===== config.mk =====
export PLATFORM = sky130hd
export DESIGN_NAME = sgi_back
export DESIGN_NICKNAME = d
export VERILOG_FILES = /design/src/hdl/sgi_pkg.sv /design/src/hdl/sgi_back.sv
export SDC_FILE = /design/constraint.sdc
export NUM_CORES = 2
export LEC_CHECK = 0
export ABC_AREA = 1
export ABC_CLOCK_PERIOD_IN_PS = 17400
export BUFFER_PORTS_ARGS = -buffer_cell sky130_fd_sc_hd__buf_4
export CORE_MARGIN = 3
export CORE_UTILIZATION = 45
export CTS_BUF_LIST = sky130_fd_sc_hd__clkbuf_8
export DETAILED_ROUTE_END_ITERATION = 10
export HOLD_SLACK_MARGIN = 0.1
export PLACE_DENSITY = 0.72
export REMOVE_ABC_BUFFERS = 1
export SLEW_MARGIN = 20
export SYNTH_ARGS = -nofsm -noshare
export SYNTH_HDL_FRONTEND = slang
export SYNTH_SLANG_ARGS = --single-unit

===== constraint.sdc =====
create_clock -name clk -period 17.4 [get_ports clk]
set_input_delay 1.74 -clock clk [delete_from_list [all_inputs] [get_ports clk]]
set_output_delay 1.74 -clock clk [all_outputs]
set_load 0.05 [all_outputs]

===== src/hdl/sgi_pkg.sv =====
// Shared types, widths and register codes for the 2D segment intersection block.
// No dependencies; used by every module under hdl/.
package sgi_pkg;

  localparam int CRD_W = 32;      // coordinate width
  localparam int DIF_W = 33;      // exact coordinate difference
  localparam int PRD_W = 66;      // product of two differences
  localparam int CRS_W = 67;      // cross product
  localparam int MAG_W = 66;      // magnitude of a cross product
  localparam int THR_W = 32;
  localparam int TOL_W = 13;
  localparam int PRM_W = 17;      // output parameter width
  localparam int CFG_W = 32;
  localparam int IDX_W = 2;
  localparam int PARAM_FRAC_BITS_DEF = 16;

  localparam logic [IDX_W-1:0] REG_PARALLEL_THRESHOLD = 2'd0;
  localparam logic [IDX_W-1:0] REG_PARAM_TOLERANCE    = 2'd1;

  // Quotient width: covers 1.0 plus the largest tolerance.
  function automatic int quot_w(input int pfb);
    return ((pfb > TOL_W) ? pfb : TOL_W) + 1;
  endfunction

  // Side data that rides along the divider stages.
  typedef struct packed {
    logic                    par;
    logic                    neg_t;
    logic                    neg_s;
    logic                    ovf_t;
    logic                    ovf_s;
    logic signed [CRD_W-1:0] p1x;
    logic signed [CRD_W-1:0] p1y;
    logic signed [DIF_W-1:0] ux;
    logic signed [DIF_W-1:0] uy;
  } side_t;

endpackage


===== src/hdl/sgi_back.sv =====
// Back end: tolerance window, clamping, point multiply and saturating add.
// Three register stages, the last one is the output register; depends on sgi_pkg.
module sgi_back #(
  parameter int PFB = sgi_pkg::PARAM_FRAC_BITS_DEF
) (
  input  logic                                 clk,
  input  logic                                 rst_n,
  input  logic                                 en,
  input  logic                                 in_valid,
  input  logic [sgi_pkg::quot_w(PFB)-1:0]      qt,
  input  logic [sgi_pkg::quot_w(PFB)-1:0]      qs,
  input  logic                                 rnz_t,
  input  logic                                 rnz_s,
  input  sgi_pkg::side_t                       side,
  input  logic [sgi_pkg::TOL_W-1:0]            tol,
  output logic                                 out_valid,
  output logic                                 hit,
  output logic [sgi_pkg::PRM_W-1:0]            param_first,
  output logic [sgi_pkg::PRM_W-1:0]            param_second,
  output logic signed [sgi_pkg::CRD_W-1:0]     cross_x,
  output logic signed [sgi_pkg::CRD_W-1:0]     cross_y
);

  localparam int QW = sgi_pkg::quot_w(PFB);
  localparam int TW = PFB + 1;
  localparam int DW = sgi_pkg::DIF_W;
  localparam int CW = sgi_pkg::CRD_W;
  localparam int MW = DW + TW + 1;          // signed product width
  localparam int FW = MW + 1 - PFB;         // rounded offset width
  localparam int OW = FW + 1;               // point before saturation
  localparam logic [QW-1:0] ONE = QW'(1) << PFB;

  logic [QW-1:0] tol_q, hi_q;
  logic pass_t, pass_s;
  logic [TW-1:0] tc_nxt, sc_nxt;

  // stage B1
  logic v1_r, hit1_r;
  logic [TW-1:0] tc_r, sc_r;
  logic signed [CW-1:0] p1x1_r, p1y1_r;
  logic signed [DW-1:0] ux1_r, uy1_r;
  // stage B2
  logic v2_r, hit2_r;
  logic [TW-1:0] tc2_r, sc2_r;
  logic signed [CW-1:0] p1x2_r, p1y2_r;
  logic signed [MW-1:0] px_r, py_r;
  // stage B3
  logic v3_r, hit3_r;
  logic [sgi_pkg::PRM_W-1:0] pf_r, ps_r;
  logic signed [CW-1:0] cx_r, cy_r;

  logic signed [MW:0] sx, sy;
  logic signed [OW-1:0] ptx, pty;

  function automatic logic signed [CW-1:0] sat(input logic signed [OW-1:0] v);
    logic signed [OW-1:0] hi_b, lo_b;
    hi_b = OW'({1'b0, {(CW-1){1'b1}}});
    lo_b = -hi_b - OW'(1);
    if (v > hi_b) begin
      return CW'(hi_b);
    end else if (v < lo_b) begin
      return CW'(lo_b);
    end
    return CW'(v);
  endfunction

  assign tol_q = QW'(tol);
  assign hi_q  = ONE + tol_q;

  // negative side: t = -(q + rem!=0), high side: t = q plus a fraction when rem!=0
  assign pass_t = !side.ovf_t &&
                  (side.neg_t ? ((qt < tol_q) || ((qt == tol_q) && !rnz_t))
                              : ((qt < hi_q)  || ((qt == hi_q)  && !rnz_t)));
  assign pass_s = !side.ovf_s &&
                  (side.neg_s ? ((qs < tol_q) || ((qs == tol_q) && !rnz_s))
                              : ((qs < hi_q)  || ((qs == hi_q)  && !rnz_s)));

  assign tc_nxt = side.neg_t ? '0 : ((qt > ONE) ? TW'(ONE) : TW'(qt));
  assign sc_nxt = side.neg_s ? '0 : ((qs > ONE) ? TW'(ONE) : TW'(qs));

  // round half up, then floor shift
  assign sx  = (MW+1)'(px_r) + ((MW+1)'(1) << (PFB-1));
  assign sy  = (MW+1)'(py_r) + ((MW+1)'(1) << (PFB-1));
  assign ptx = OW'(p1x2_r) + OW'($signed(sx[MW:PFB]));
  assign pty = OW'(p1y2_r) + OW'($signed(sy[MW:PFB]));

  always_ff @(posedge clk) begin
    if (!rst_n) begin
      v1_r <= 1'b0;
      v2_r <= 1'b0;
      v3_r <= 1'b0;
    end else if (en) begin
      v1_r <= in_valid;
      v2_r <= v1_r;
      v3_r <= v2_r;
    end
  end

  always_ff @(posedge clk) begin
    if (en) begin
      hit1_r <= !side.par && pass_t && pass_s;
      tc_r   <= tc_nxt;
      sc_r   <= sc_nxt;
      p1x1_r <= side.p1x;
      p1y1_r <= side.p1y;
      ux1_r  <= side.ux;
      uy1_r  <= side.uy;

      hit2_r <= hit1_r;
      tc2_r  <= tc_r;
      sc2_r  <= sc_r;
      p1x2_r <= p1x1_r;
      p1y2_r <= p1y1_r;
      px_r   <= MW'(ux1_r) * MW'($signed({1'b0, tc_r}));
      py_r   <= MW'(uy1_r) * MW'($signed({1'b0, tc_r}));

      hit3_r <= hit2_r;
      pf_r   <= hit2_r ? sgi_pkg::PRM_W'(tc2_r) : '0;
      ps_r   <= hit2_r ? sgi_pkg::PRM_W'(sc2_r) : '0;
      cx_r   <= hit2_r ? sat(ptx) : '0;
      cy_r   <= hit2_r ? sat(pty) : '0;
    end
  end

  assign out_valid    = v3_r;
  assign hit          = hit3_r;
  assign param_first  = pf_r;
  assign param_second = ps_r;
  assign cross_x      = cx_r;
  assign cross_y      = cy_r;

endmodule


* After elaboration in Yosys (flattened, before gate mapping)
Cells that the tools add are included.
Storage, ports and cells: flip-flop bits (word level) 468, input bits 188
Cells by class: multipliers 2, $add $sub $neg 5, equal/unequal tests 4, reduce and logical (&&, ||, !) cells 19, order comparisons 10, mux-type cells 16
Operators with widths (number):
- $mux 32 | 6
- $add 51x17->52 const B | 2
- $mul 33x18->51 | 2
- $add 32x36->37 | 2
- $gt 37x32->1 const B | 2
- $lt 37x32->1 const B | 2
- $eq 17x13->1 | 2
- $eq 17x17->1 | 2
- $gt 17x17->1 const B | 2
- $lt 17x13->1 | 2
- $lt 17x17->1 | 2
- $mux 17 | 2
- $add 17x13->17 const A | 1
- $logic_and 1x1->1 | 8
- $mux 1 | 8
- $logic_not 1->1 | 5
- $logic_or 1x1->1 | 4
- $reduce_or 2->1 | 2

* Longest topological paths before layout
word-level depth 8, depth in mapped cells 31, depth with buffers taken out 29

* Least setup slack after synthesis
OpenSTA, ideal clock, no wires.
path kind flip-flop to flip-flop, start reg uy1_r[32], end reg py_r[46], data pin, cell stages (with the launch flop) 21, clock period less this slack 5853 ps, data arrival time 5593 ps, slack 11547 ps, library setup time 260 ps, required time 17140 ps, cells stage by stage edfxtp_1 -> clkbuf_1 -> clkbuf_1 -> nand2_1 -> fa_1 -> inv_1 -> fa_1 -> inv_1 -> fa_1 -> fa_1 -> fa_1 -> fa_1 -> inv_1 -> ha_1 -> nand2_1 -> nor2_1 -> inv_1 -> nor4_1 -> o21ai_0 -> nand3_1 -> xor2_1
On the way: longest elaborated chain between the ends 1
RTL lines:
- start: declaration | line sgi_back.sv:41 | logic signed [DW-1:0] ux1_r, uy1_r;
- start signal: assignment | line sgi_back.sv:107 | uy1_r <= side.uy;
- $mul 33x18->51 | line sgi_back.sv:115 | py_r <= MW'(uy1_r) * MW'($signed({1'b0, tc_r}));
- end signal: assignment | line sgi_back.sv:115
- end: declaration | line sgi_back.sv:46 | logic signed [MW-1:0] px_r, py_r;
Every way passes these cells. A chain may end at the register's enable or synchronous reset.

* Worst setup path after layout
start reg tc_r[10], end reg px_r[44], data pin
On the way: longest elaborated chain between the ends 1
RTL lines:
- start: declaration | line sgi_back.sv:39 | logic [TW-1:0] tc_r, sc_r;
- start signal: assignment | line sgi_back.sv:102 | tc_r <= tc_nxt;
- $mul 33x18->51 | line sgi_back.sv:114 | px_r <= MW'(ux1_r) * MW'($signed({1'b0, tc_r}));
- end signal: assignment | line sgi_back.sv:114
- end: declaration | line sgi_back.sv:46
Every way passes these cells.

==> results.cfg <==
[place]
routabilityCongestion = 0.925
portBuffers = 287
dpl-instance-area_um2 = 65400
dpl.hpwl_um = 127000

[clocking]
cts_buffers = 79
post-cts-setup-buffers = 0
h-tree-depth = 3
clk_pin_slew_ps = 60
holdBufCountCts = 0
clkLatencyLatePin_ps = 780
cts_tree = yes
cts_buffer_depth = 3
clock_sinks = 438
cts_resized = 0
cts-root-buf = clkbuf_8

[floorplanning]
fp.dieH_um = 377
die-width_um = 377
ios = 288
rows = 135
start_util_pct = 45.5
design.die.area_um2 = 142000
coreArea_um2 = 136000

[global_routing]
grt_pass1_wl_um = 263000
overflow = 0
grt_max_degree = 179
grtUsageTotal_pct = 23.3
grt_pass1_vias = 49560
antenna_found_initial = 6

[synthesis]
synth-edff-count = 435
async_reset_ff_share_pct = 0
synth_area_um2 = 61900
avgSynthCellArea_um2 = 8.45
synth_flop_cell = edfxtp_1
synth_warnings = 0
synth_common_cells = 2102 x inv_1, 1803 x nand2_1, 1070 x fa_1
yosysTopAreaCellShare_pct = 34.6
syn_inst = 7325
synthTopCellsByArea = fa_1 35%, edfxtp_1 21%, inv_1 13%
synth_cell_types = 61
synth_largest_area_cell = fa_1
yosysMostFrequentCell = inv_1
synth-seq-area-share_pct = 21.2
ys_seq_elements = 438

[timing]
max_slew.worst_pin.slew_ps = 1080
period_needed_ps = 7300
rsz0062_at_grt = false
finalClockSkew_ps = 56.0
period_share_pct = 41.9
setup_viol = 0
final_max_slew_viol_count = 0
timing.fmax_mhz = 137
slew_headroom_pct = 28.2
finalSetupTns_ps = 0
hold_viol_final = 0

[routing]
wl_per_cell_um = 17.4
post_drt_via_cell_ratio = 5.04
wl_um = 162000
drt_first_pass_iters = 7
via_count = 46854
route.detailed.drc = 0
dr.first_iter.drc_count = 3338
ant_nets = 0

[cells_and_area]
final_cell_area_um2 = 67000
drive_gt1_share_pct = 6.49
finish.utilization_pct = 49.3
synthToLayoutAreaGrowth_pct = 8.26
nets = 9039
seq_area_um2 = 13100
n_fill_cell = 12714
multi_input_area_um2 = 39800

[setup_path]
worst_setup_path_end_kind = flip-flop
startpoint_type = flip-flop
path_max_fanout = 57
critPathArrivalTime_ps = 7780
worstPathRequired_ps = 17880
crit_type = reg2reg

[worst_hold_path]
hold_class = reg2reg

[run]
maxCapViolations = 0

[status]
status = finished, final reports clean
cells by family after synthesis:
group                      share of synthesized area (%)
and+or+nand+nor                                     15.9
buffers and inverters                               14.5
adders and majority gates                           41.4
AOI/OAI and AO/OA                                   4.23
DFF                                                 21.2
xor gates and xnor gates                            2.79
critical path, stage by stage (launching register included):
cell and delay, ps:
edfxtp_1 810, buf_4 820, nand2_1 190, fa_1 560, inv_1 60, fa_1 490
fa_1 570, fa_1 450, fa_1 510, inv_1 50, fa_1 470, inv_1 40
ha_1 430, nand2_1 110, nor2_1 110, inv_1 80, o21ai_0 590, nor2_1 90
o21a_1 220, o21ai_0 250, xor2_1 90
layout by cell type, fill, tap and decap left out, drive strengths merged, types with 51 or more instances in the layout:
cell    instances
xnor2          74
inv          2131
edfxtp        435
nor3           51
xor2          123
nand3         126
o21ai         116
clkbuf         81
nor2          323
nand2        1842
buf           314
ha            334
a21oi         242
fa           1070
through the flow:
step	setup slack (ps)	cells	hold WS, ps
final	10100	9292	408
after detailed placement	10260	9147	405
after global routing	9700	9289	410
after CTS	10250	9285	395
after global placement	10320	9147	401
after floorplan	10930	7052	400
final timing paths:
kind / cells after the start / slack [ps] / endpoint / startpoint
setup / recovery: 20 / 10100 / px_r[44] / tc_r[10]
hold / removal: 0 / 410 / p1x2_r[2] / p1x1_r[2]
setup reg to reg: 20 / 10100 / px_r[44] / tc_r[10]
hold reg to reg: 0 / 410 / p1x2_r[2] / p1x1_r[2]
area by class of cell:
class / count / share of cell area, %
repair buffers: 314 / 3.55
flip-flops and latches: 438 / 19.6
clock inverters: 57 / 0.671
clock buffers: 81 / 1.66
multi-input cells: 4508 / 59.4
inverters: 2106 / 11.8
diodes: 7 / 0.0261
well taps: 1781 / 3.33
state kept, by name (all words and copies together) (netlist names), 17 cells and up:
signal,flops
sc_r,17
p1x1_r,32
param_first,17
tc_r,17
p1y2_r,32
tc2_r,17
cross_y,32
p1y1_r,32
cross_x,32
sc2_r,17
param_second,17
px_r,36
uy1_r,33
p1x2_r,32
ux1_r,33
py_r,36
routing by layer:
metal	vias up	track usage, %	share of wire, %	routed length [um]
li1	21656	-	-	-
met1	23272	32.2	43	69400
met3	224	4.40	8.3	13400
met2	1702	37.6	46	74900
met4	0	6.56	2.5	3990
met5	-	0	0	0
Power is left out: the tool's default activity adds up to more than one toggle a clock period on the data nets, which glitch-free logic cannot reach.
