### config.mk
export PLATFORM = sky130hd
export DESIGN_NAME = sgi_div_step
export DESIGN_NICKNAME = d
export VERILOG_FILES = /design/src/hdl/sgi_pkg.sv /design/src/hdl/sgi_div_step.sv
export SDC_FILE = /design/constraint.sdc
export NUM_CORES = 1
export LEC_CHECK = 0
export BUFFER_PORTS_ARGS = -buffer_cell sky130_fd_sc_hd__buf_2
export CAP_MARGIN = 20
export CORE_AREA = 2 2 291 293
export DETAILED_ROUTE_END_ITERATION = 8
export DIE_AREA = 0 0 293 295
export GPL_ROUTABILITY_DRIVEN = 0
export GPL_TIMING_DRIVEN = 0
export HOLD_SLACK_MARGIN = 0.15
export PLACE_DENSITY_LB_ADDON = 0.1
export RECOVER_POWER = 50
export SLEW_MARGIN = 20
export SYNTH_ARGS = -nofsm -noshare
export SYNTH_HDL_FRONTEND = slang
export SYNTH_SLANG_ARGS = --single-unit
### constraint.sdc
create_clock -name clk -period 8.2 [get_ports clk]
set_input_delay 0.41 -clock clk [delete_from_list [all_inputs] [get_ports clk]]
set_output_delay 0.41 -clock clk [all_outputs]
set_load 0.1 [all_outputs]
### src/hdl/sgi_pkg.sv
// Shared types, widths and register codes for the 2D segment intersection block.
// No dependencies; used by every module under hdl/.
package sgi_pkg;

  localparam int CRD_W = 32;      // coordinate width
  localparam int DIF_W = 33;      // exact coordinate difference
  localparam int PRD_W = 66;      // product of two differences
  localparam int CRS_W = 67;      // cross product
  localparam int MAG_W = 66;      // magnitude of a cross product
  localparam int THR_W = 32;
  localparam int TOL_W = 13;
  localparam int PRM_W = 17;      // output parameter width
  localparam int CFG_W = 32;
  localparam int IDX_W = 2;
  localparam int PARAM_FRAC_BITS_DEF = 16;

  localparam logic [IDX_W-1:0] REG_PARALLEL_THRESHOLD = 2'd0;
  localparam logic [IDX_W-1:0] REG_PARAM_TOLERANCE    = 2'd1;

  // Quotient width: covers 1.0 plus the largest tolerance.
  function automatic int quot_w(input int pfb);
    return ((pfb > TOL_W) ? pfb : TOL_W) + 1;
  endfunction

  // Side data that rides along the divider stages.
  typedef struct packed {
    logic                    par;
    logic                    neg_t;
    logic                    neg_s;
    logic                    ovf_t;
    logic                    ovf_s;
    logic signed [CRD_W-1:0] p1x;
    logic signed [CRD_W-1:0] p1y;
    logic signed [DIF_W-1:0] ux;
    logic signed [DIF_W-1:0] uy;
  } side_t;

endpackage

### src/hdl/sgi_div_step.sv
// One quotient bit of the two parallel restoring dividers, one register stage.
// Depends on sgi_pkg.
module sgi_div_step #(
  parameter int PFB = sgi_pkg::PARAM_FRAC_BITS_DEF
) (
  input  logic                                 clk,
  input  logic                                 rst_n,
  input  logic                                 en,
  input  logic                                 in_valid,
  input  logic [sgi_pkg::MAG_W+sgi_pkg::quot_w(PFB)-PFB-1:0] in_d,
  input  logic [sgi_pkg::MAG_W+sgi_pkg::quot_w(PFB)-PFB-1:0] in_rt,
  input  logic [sgi_pkg::MAG_W+sgi_pkg::quot_w(PFB)-PFB-1:0] in_rs,
  input  logic [sgi_pkg::quot_w(PFB)-1:0]      in_qt,
  input  logic [sgi_pkg::quot_w(PFB)-1:0]      in_qs,
  input  sgi_pkg::side_t                       in_side,
  output logic                                 out_valid,
  output logic [sgi_pkg::MAG_W+sgi_pkg::quot_w(PFB)-PFB-1:0] out_d,
  output logic [sgi_pkg::MAG_W+sgi_pkg::quot_w(PFB)-PFB-1:0] out_rt,
  output logic [sgi_pkg::MAG_W+sgi_pkg::quot_w(PFB)-PFB-1:0] out_rs,
  output logic [sgi_pkg::quot_w(PFB)-1:0]      out_qt,
  output logic [sgi_pkg::quot_w(PFB)-1:0]      out_qs,
  output sgi_pkg::side_t                       out_side
);

  localparam int QW  = sgi_pkg::quot_w(PFB);
  localparam int DDW = sgi_pkg::MAG_W + QW - PFB;

  logic v_r;
  logic [DDW-1:0] d_r, rt_r, rs_r;
  logic [QW-1:0] qt_r, qs_r;
  sgi_pkg::side_t side_r;

  logic [DDW:0] rt2, rs2, dx;
  logic ge_t, ge_s;

  assign dx   = {1'b0, in_d};
  assign rt2  = {in_rt, 1'b0};
  assign rs2  = {in_rs, 1'b0};
  assign ge_t = rt2 >= dx;
  assign ge_s = rs2 >= dx;

  always_ff @(posedge clk) begin
    if (!rst_n) begin
      v_r <= 1'b0;
    end else if (en) begin
      v_r <= in_valid;
    end
  end

  always_ff @(posedge clk) begin
    if (en) begin
      d_r    <= in_d;
      rt_r   <= ge_t ? DDW'(rt2 - dx) : DDW'(rt2);
      rs_r   <= ge_s ? DDW'(rs2 - dx) : DDW'(rs2);
      qt_r   <= {in_qt[QW-2:0], ge_t};
      qs_r   <= {in_qs[QW-2:0], ge_s};
      side_r <= in_side;
    end
  end

  assign out_valid = v_r;
  assign out_d     = d_r;
  assign out_rt    = rt_r;
  assign out_rs    = rs_r;
  assign out_qt    = qt_r;
  assign out_qs    = qs_r;
  assign out_side  = side_r;

endmodule

# After elaboration in Yosys (flattened, before gate mapping)

Cells that the tools add are included.

Bits in latches: 0
Output and inout bits: 371
Input bits: 374
Register bits after elaboration: 371
Word-level logic and storage cells: 23
Memory bits (read-only): 0
Memories: 0
RAM bits: 0

Divide/modulo/power cells: 0
Equality and inequality tests: 0
$add $sub $neg: 2
Bitwise logic cells: 0
$mul: 0
Multiplexer cells: 2
Order comparisons: 2
Reductions and logical operators: 0
Shift-type cells: 0

Operators by type and width:

| operator                                         | number |
|---|---|
| 68-bit by 67-bit >= comparator with 1-bit output | 2 |
| 67-bit two-way mux                               | 2 |
| 67-bit subtractor                                | 2 |

# Depth between registers and ports, before layout

Gate-level depths: netlist (run 1).

Depth after elaboration: 2
Mapped depth: 16
Gate-level depth less buffers: 13

# Least setup slack after synthesis (run 1)

Ideal clock, no wire load.

Path type: input to register
Start: in in_d[2] in the netlist's numbering
End: reg rs_r[38], in the netlist out_rs[38] (data pin)
Cell stages on the path: 13
Slack: 4.962 ns
Setup time: 0.260 ns
Data required time: 7.940 ns
Arrival time: 2.979 ns
Buffers on the path: 2
Path through: inv_1 ha_1 nor2b_1 o31ai_2 a211oi_1 o2111ai_1 nand2_1 a21o_1 a21o_2 a21oi_4 buf_4 buf_4 mux2_2

Word-level cells in the longest chain between the ends: 2
Elaborated cells between the ends (all ways): 3
Classes of those cells: add/sub: 1; order compare: 1; mux: 1

Ends and longest elaborated chain:

| element                                                                                      | line                                   | text |
|---|---|---|
| from (decl)                                                                                  | sgi_div_step.sv:10                     | `input logic [sgi_pkg::MAG_W+sgi_pkg::quot_w(PFB)-PFB-1:0] in_d,` |
| 67-bit subtractor / 68-bit by 67-bit >= comparator with 1-bit output (equally long branches) | sgi_div_step.sv:54, sgi_div_step.sv:40 |  |
| 67-bit two-way mux *                                                                         | sgi_div_step.sv:54                     | `rs_r <= ge_s ? DDW'(rs2 - dx) : DDW'(rs2);` |
| to (signal assigned)                                                                         | sgi_div_step.sv:54                     |  |
| to (decl)                                                                                    | sgi_div_step.sv:29                     | `logic [DDW-1:0] d_r, rt_r, rs_r;` |

Every way passes the cells marked *; elsewhere a longest branch is shown, timed or not.
A chain may end at the register's enable or synchronous reset.

# Worst setup path after layout (run 1)

Start: in en
End: reg side_r (netlist bit out_side[50]) (enable)

RTL lines:

| element              | line               | text |
|---|---|---|
| from (decl)          | sgi_div_step.sv:8  | `input logic en,` |
| to (signal assigned) | sgi_div_step.sv:57 | `side_r <= in_side;` |
| to (decl)            | sgi_div_step.sv:31 | `sgi_pkg::side_t side_r;` |

No word-level cell between the ends.

==> summary.txt, run 1 <==
Status
  • Run status: finished with violations
  • Failing checks: capacitance limit, slew limit

Floorplan
  • Die W: 293 um
  • Core Region: 83,160 sq um
  • Die H: 295 um
  • FP Rows: 106
  • Initial Util: 0.2535
  • Die area: 86,440 sq um
  • Ports: 745

Min path
  • HP Class: primary input to register
  • Worst Hold Depth: 3
  • Worst hold start: in_rt[58]
  • WHS Endpoint: out_rt[59]

Worst setup path
  • CP endpoint kind: register
  • Worst path required time: 8.25 ns
  • Crit-path leading delay family: buffers and inverters
  • CP max FO: 98
  • Crit path largest cell delay: 3.75 ns
  • Worst path slowest cell: clkbuf_1
  • CP most frequent cell: clkbuf_1
  • R2r endpoint: out_valid
  • Worst R2R Setup Slack: 7.05 ns
  • Buffer and inverter count on the worst path: 2
  • CP Launch Type: primary input
  • Worst r2r src: out_valid
  • R2R depth: 3
  • Worst Path Class, Setup: primary input to register
  • CP arrival: 5.98 ns
  • CP cell instances: clkbuf_1 -> clkbuf_1

Clock network
  • CTS tree: yes
  • TritonCTS Buffers: 46
  • Clock Path Buffers: 3
  • Worst-skew pair later-pin latency: 0.57 ns
  • CTS Sinks: 371
  • CTS clk-pin slew, worst paths: 0.06 ns
  • CTS H-tree lvls: 2
  • Root Buffer: clkbuf_16

STA
  • Final min period: 5.935 ns
  • Worst Tran Pin Value: 5.221 ns
  • Fin crit share: 0.7237
  • Final WS setup: 2.265 ns
  • Setup violations, final: 0
  • Slew Viols, Final: 188
  • Clock Skew: 0 ns
  • RSZ-0062 raised after global routing: no
  • Count of final hold-check violations: 0
  • Sum of negative setup slack: 0 ns
  • Fmax: 0.1685 GHz
  • Slew margin rel.: -2.480

Power
  • Switch share: 0.4372
  • Psw: 0.003289 W
  • Internal power: 0.004234 W
  • Sequential power share: 0.321
  • Share of total power in the clock network: 0.281
  • LEAKAGE: 13.25 nW
  • VDD IR max: 178.0 uV
  • Pwr Total: 0.007523 W
  • Pwr per Cell Area: 243.0 nW/um^2
  • Logic pwr share: 0.398

Global route
  • Vias in the first global route: 20.66k
  • Initial antenna violation count: 13
  • Largest net degree at the start of global routing: 99
  • First-pass GRT wire length: 136.0 mm
  • Gr usage total: 0.2109
  • Total congestion overflow: 0

Flow run
  • Max_cap viols: 3

Route
  • Vias/cell: 4.780
  • Via count: 20.17k
  • DRT Pass-1 Iters: 6
  • WL per Instance: 22.58 um
  • Final ANT Viol Nets: 0
  • DR iter-0 viols: 1,284
  • DR DRC count: 0
  • Final Routed Wirelength: 95.30 mm

Logic synthesis
  • Post-synthesis sequential area ratio: 0.5280
  • Net Count, Synth: 2,490
  • Mean Syn Cell Area: 10.65 sq um
  • Synth area leaders: edfxtp_1 53%, ha_1 8.0%, o21ai_0 4.5%, nand2_1 4.1%, a21oi_1 3.9%
  • Mapped Cells: 1,980
  • #FFs+latches synth: 371
  • Leading area contributor after synthesis: edfxtp_1
  • Async S/R FF share, synth: 0
  • Synth cell types: 74
  • Primary FF master, synth: edfxtp_1
  • Synth warn: 0
  • Post-Syn Area: 21,080 sq um
  • Top-area cell type share of the netlist area: 0.5271
  • Number of flops mapped to enable cells by yosys: 370

Placed design
  • Port bufs: 742
  • Pre-CTS WS: 3.159 ns
  • DPL Wire Length: 77.53 mm

Cells and area
  • Core Util, Final: 0.3723
  • Layout cells sized above 1: 0.2562
  • # nets final: 3,612
  • Layout Area Growth over Synthesis: 46.87%
[logic make-up after synthesis]
family	synth area share
AOI/OAI and AO/OA	0.1819
xor gates and xnor gates	0.04820
buffers and inverters	0.03935
adders and majority gates	0.08144
and+or+nand+nor	0.1175
muxes	0.003502
DFF	0.5280
[cell usage in the layout (no fill, tap or decap), drive strengths merged, types with 13 or more instances in the layout]
cell type / instances
xnor2: 62
edfxtp: 370
clkinv: 23
a211oi: 18
ha: 134
xor2: 54
nand4: 46
o21bai: 32
nor2b: 14
buf: 714
and2: 13
dlygate4sd3: 328
o31ai: 17
nand3: 31
or3: 13
a21o: 93
inv: 109
a21oi: 164
nor3: 20
and3: 18
nand2: 231
o21ai: 203
nor2: 90
clkbuf: 174
a31oi: 21
[layer usage]
metal  vias up  routed length (um)  GRT usage
met5         -                 109          0
met4        16                3053    0.06391
met3       119                5665    0.04473
met2       695               47510     0.3774
met1      9734               38960     0.2529
li1       9607                   -          -
[through the flow]
step	instance area, sq um	hold slack [ns]	instances
after floorplan	21080	0.5089	1980
after global placement	26140	0.4933	3802
after detailed placement	26270	0.5152	3806
after CTS	31090	0.1501	4218
after global routing	30960	0.1721	4219
final	30960	0.1849	4220
[cell type report]
type,instances,area [sq um]
fillers,8447,52200
inverters,107,401.6
multi-input cells,1408,9120
well taps,1080,1351
plain buffers,94,427.9
repair buffers,1074,6978
clock buffers,48,1159
flip-flops and latches,371,11130
diodes,2,5.005
clock inverters,36,386.6
[how the worst max path moves through the flow]
stage                        end    start  slack, ns  depth (start not counted)
floorplan             out_rs[38]  in_d[2]       4.96                         13
global placement       out_valid       en       0.83                          3
detailed placement    out_rs[38]  in_d[2]       3.16                         14
CTS                   out_rs[38]  in_d[2]       3.20                         15
global route        out_side[50]       en       1.72                          2
finish              out_side[50]       en       2.27                          2
[power by group through the flow]
| stage | clock network [W] | registers (W) | logic (W) |
|---|---|---|---|
| floorplan | 0 | 0.00395 | 0.000672 |
| global placement | 0 | 0.00247 | 0.00288 |
| detailed placement | 0 | 0.00245 | 0.00288 |
| CTS | 0.00219 | 0.00241 | 0.00302 |
| global route | 0.00224 | 0.00243 | 0.00315 |
| finish | 0.00211 | 0.00241 | 0.00300 |
[registers in the layout, indices dropped and copies added (netlist names)]
signal and cells:
out_rt 67, out_qs 17, out_qt 17, out_side 135, out_valid 1, out_d 67, out_rs 67
[synth_stat cells, types with 4 or more instances]
master     instances
a211o_1            4
a211oi_1          17
a21boi_0          10
a21o_1            92
a21oi_1          163
a31o_2             4
a31oi_1           21
a41oi_1            5
and2_1            13
and3_1            18
and4_1            10
buf_2             23
buf_4             10
clkbuf_1          59
edfxtp_1         370
ha_1             134
inv_1            106
mux2i_1            4
nand2_1          231
nand2b_1           9
nand3_1           31
nand4_1           45
nor2_1            90
nor2b_1           14
nor3_1            20
nor4_1             6
o2111ai_1          6
o211ai_1           8
o21a_1            11
o21ai_0          190
o21ai_1           12
o21bai_1          32
o31a_1             4
o31ai_1           16
or2_2              5
or3_1             12
or4_1              8
xnor2_1           62
xor2_1            54
[repair_timing]
action | in CTS | in global routing
hold endpoints to repair | 327 | 0
hold buffers | 328 | 0
gates resized for setup | 0 | 0
buffers inserted | 0 | 0
No activity file was read; power rests on OpenSTA's default activity.
==> run 2, diff against run 1 <==
Clock period 8.2 ns to 4.75 ns, I/O delays scaled along.
==> run 2 against run 1 <==
Against the previous run: the flow still finishes with violations (capacitance limit, slew limit); highest routed layer unchanged; via count up 0.54%; hold slack better by 0.025 ns; first-iteration DRC count up 0.31%; global-route usage about the same; critical endpoint is now out_rs[65]; total power up 73%; sequential cell count unchanged; clock power up 73%.
==> summary.txt, run 2 (synthesis results as in run 1) <==
Placed design
  • Pre-CTS WS: -0.1184 ns (was 3.159 ns)
  • Port bufs: 742 (unchanged)
  • Post-Place Cells: 3,806 (unchanged)
  • DPL Wire Length: 77.53 mm (unchanged)
  • Area after DPL: 26,270 sq um (unchanged)

Clock network
  • Clock Path Buffers: 3 (unchanged)
  • CTS tree: yes (unchanged)
  • Worst-skew pair later-pin latency: 0.57 ns (about the same)
  • TritonCTS Buffers: 46 (unchanged)
  • CTS clk-pin slew, worst paths: 0.06 ns (about the same)
  • CTS Sinks: 371 (unchanged)
  • CTS H-tree lvls: 2 (unchanged)
  • Root Buffer: clkbuf_16 (unchanged)

Cells and area
  • Core Util, Final: 0.3756 (was 0.3723)
  • Max reg flops: 135 (unchanged)
  • Design area: 31,230 sq um (was 30,960 sq um)
  • Filler cell count: 8,501 (was 8,447)
  • Layout Area Growth over Synthesis: 48.17% (was 46.87%)
  • Post-route non-filler standard cell count: 4,265 (was 4,220)
  • Commonest non-fill, non-tap cells in the layout: 562 x buf_2, 370 x edfxtp_1, 368 x dlygate4sd3_1 (was 700 x buf_2, 370 x edfxtp_1, 328 x dlygate4sd3_1)
  • Layout cells sized above 1: 0.2105 (was 0.2562)
  • # nets final: 3,652 (was 3,612)
  • Commonest non-fill, non-tap cell in the layout: buf_2 (unchanged)

STA
  • Fmax: 0.2171 GHz
  • Final min period: 4.606 ns
  • Slew margin rel.: -0.6804 (was -2.480)
  • Fin crit share: 0.9697
  • Worst Tran Pin Value: 2.521 ns (was 5.221 ns)
  • Final WS setup: 0.1441 ns (was 2.265 ns)
  • Slew Viols, Final: 43 (was 188)
  • Count of final hold-check violations: 0 (unchanged)
  • RSZ-0062 raised after global routing: no (unchanged)
  • Clock Skew: 0 ns (unchanged)
  • Setup violations, final: 0 (unchanged)

Worst setup path
  • Worst r2r src: out_valid (unchanged)
  • Worst R2R Setup Slack: 3.60 ns (was 7.05 ns)
  • CP cell instances: dlygate4sd3_1 -> buf_2 -> inv_1 -> ha_1 -> clkbuf_1 -> a21oi_1 -> o21ai_0 -> a211oi_1 -> nand3_1 -> o211ai_1 -> a21oi_1 -> o311ai_0 -> a21boi_0 -> o31ai_1 (was clkbuf_1 -> clkbuf_1)
  • Crit path largest cell delay: 0.73 ns (was 3.75 ns)
  • CP arrival: 4.97 ns (was 5.98 ns)
  • Worst path required time: 5.11 ns (was 8.25 ns)
  • CP endpoint kind: register (unchanged)
  • CP most frequent cell: a21oi_1 (was clkbuf_1)
  • CP Launch Type: primary input (unchanged)
  • Worst Path Class, Setup: primary input to register (unchanged)
  • Worst path slowest cell: a211oi_1 (was clkbuf_1)
  • CP max FO: 8 (was 98)
  • R2r endpoint: out_valid (unchanged)
  • R2R depth: 3 (unchanged)

Floorplan
  • FP Rows: 106 (unchanged)
  • Die H: 295 um (unchanged)
  • Initial Util: 0.2535 (unchanged)
  • Core Region: 83,160 sq um (unchanged)
  • Die W: 293 um (unchanged)
  • Ports: 745 (unchanged)
  • Die area: 86,440 sq um (unchanged)

Route
  • Via count: 20.28k (was 20.17k)
  • WL per Instance: 22.45 um (was 22.58 um)
  • Final ANT Viol Nets: 0 (unchanged)
  • DR iter-0 viols: 1,288 (was 1,284)
  • Final Routed Wirelength: 95.77 mm (was 95.30 mm)
  • DR DRC count: 0 (unchanged)
  • DRT Pass-1 Iters: 6 (unchanged)
  • Vias/cell: 4.755 (was 4.780)

Global route
  • Routing usage on met3: 0.03977 (was 0.04473)
  • GR peak layer: met2 (unchanged)
  • Gr usage total: 0.2114 (was 0.2109)
  • First-pass GRT wire length: 136.6 mm (was 136.0 mm)
  • Met1 Resource Use GR: 0.2567 (was 0.2529)
  • Total congestion overflow: 0 (unchanged)
  • Largest net degree at the start of global routing: 99 (unchanged)
  • Initial antenna violation count: 9 (was 13)
  • Vias in the first global route: 20.81k (was 20.66k)
  • Met2 Use GR: 0.3804 (was 0.3774)

Status
  • Run status: finished with violations (unchanged)
  • Failing checks: capacitance limit, slew limit (unchanged)

Power
  • LEAKAGE: 13.05 nW (was 13.25 nW)
  • VDD IR max: 311.8 uV (was 178.0 uV)
  • Pwr Total: 0.01299 W (was 0.007523 W)
  • Pwr per Cell Area: 416.0 nW/um^2 (was 243.0 nW/um^2)

Min path
  • WHS Endpoint: out_rs[15] (was out_rt[59])
  • HP Class: primary input to register (unchanged)
  • Worst Hold Depth: 3 (unchanged)
  • Worst hold start: in_rs[14] (was in_rt[58])

Flow run
  • Max_cap viols: 1 (was 3)
[run 2: changes by cell type in the layout (fill, tap and decap cells not counted), moves of 5 or more]
cell	delta
buf_2	-138
clkbuf_1	+136
diode_2	+5
dlygate4sd3_1	+40
[run 2: what timing repair did]
action / 4_1_cts / 5_1_grt
setup buffers: 0 / 0
hold endpoints to repair: 407 / 0
endpoints found under the setup margin: 0 / 12
hold buffers: 368 / 0
gates resized for setup: 0 / 1
[run 2: cell type report]
| type | instances | area, sq um | share of cell area |
|---|---|---|---|
| repair buffers | 1114 | 7233 | 0.2316 |
| diodes | 7 | 17.52 | 0.0005608 |
| well taps | 1080 | 1351 | 0.04326 |
| multi-input cells | 1408 | 9126 | 0.2922 |
| clock buffers | 48 | 1159 | 0.03709 |
| plain buffers | 94 | 427.9 | 0.01370 |
| clock inverters | 36 | 386.6 | 0.01238 |
| inverters | 107 | 401.6 | 0.01286 |
| flip-flops and latches | 371 | 11130 | 0.3564 |
[run 2: worst max-delay path by stage]
| stage | startpoint | end | slack [ns] |
|---|---|---|---|
| 5_1_grt | in_d[10] | out_rs[38] | 0.05 |
| 3_3_place_gp | en | out_valid | -2.45 |
| 2_1_floorplan | in_d[2] | out_rs[38] | 1.68 |
| 4_1_cts | in_d[0] | out_rs[38] | 0.01 |
| 6_report | in_d[24] | out_rs[65] | 0.14 |
| 3_5_place_dp | in_d[2] | out_rs[38] | -0.12 |
[run 2: worst max-delay path: cells and delay by family]
| family | cells | cell delay [ns] |
|---|---|---|
| compound gates | 8 | 3.13 |
| fa+ha+maj | 1 | 0.25 |
| buf+inv | 4 | 1.05 |
| simple gates | 1 | 0.28 |
[run 2: per-stage QoR]
step                      hold WS (ns)  TNS (ns)
after floorplan                 0.3364         0
after global placement          0.4159   -866.31
after detailed placement        0.4156   -0.3942
after CTS                       0.2008         0
after global routing            0.2362         0
final                           0.2099         0
[run 2: routing by layer]
layer  vias to the layer above  wire (um)
met5                         -         13
met1                      9790      39330
met3                        99       5712
met2                       689      48000
li1                       9699          -
met4                         2       2713
[run 2: power by group]
part / total (W) / switching [W] / internal [W]
combinational: 0.00518 / 0.00410 / 0.00108
sequential: 0.00416 / 0.000102 / 0.00406
clock: 0.00365 / 0.00149 / 0.00216
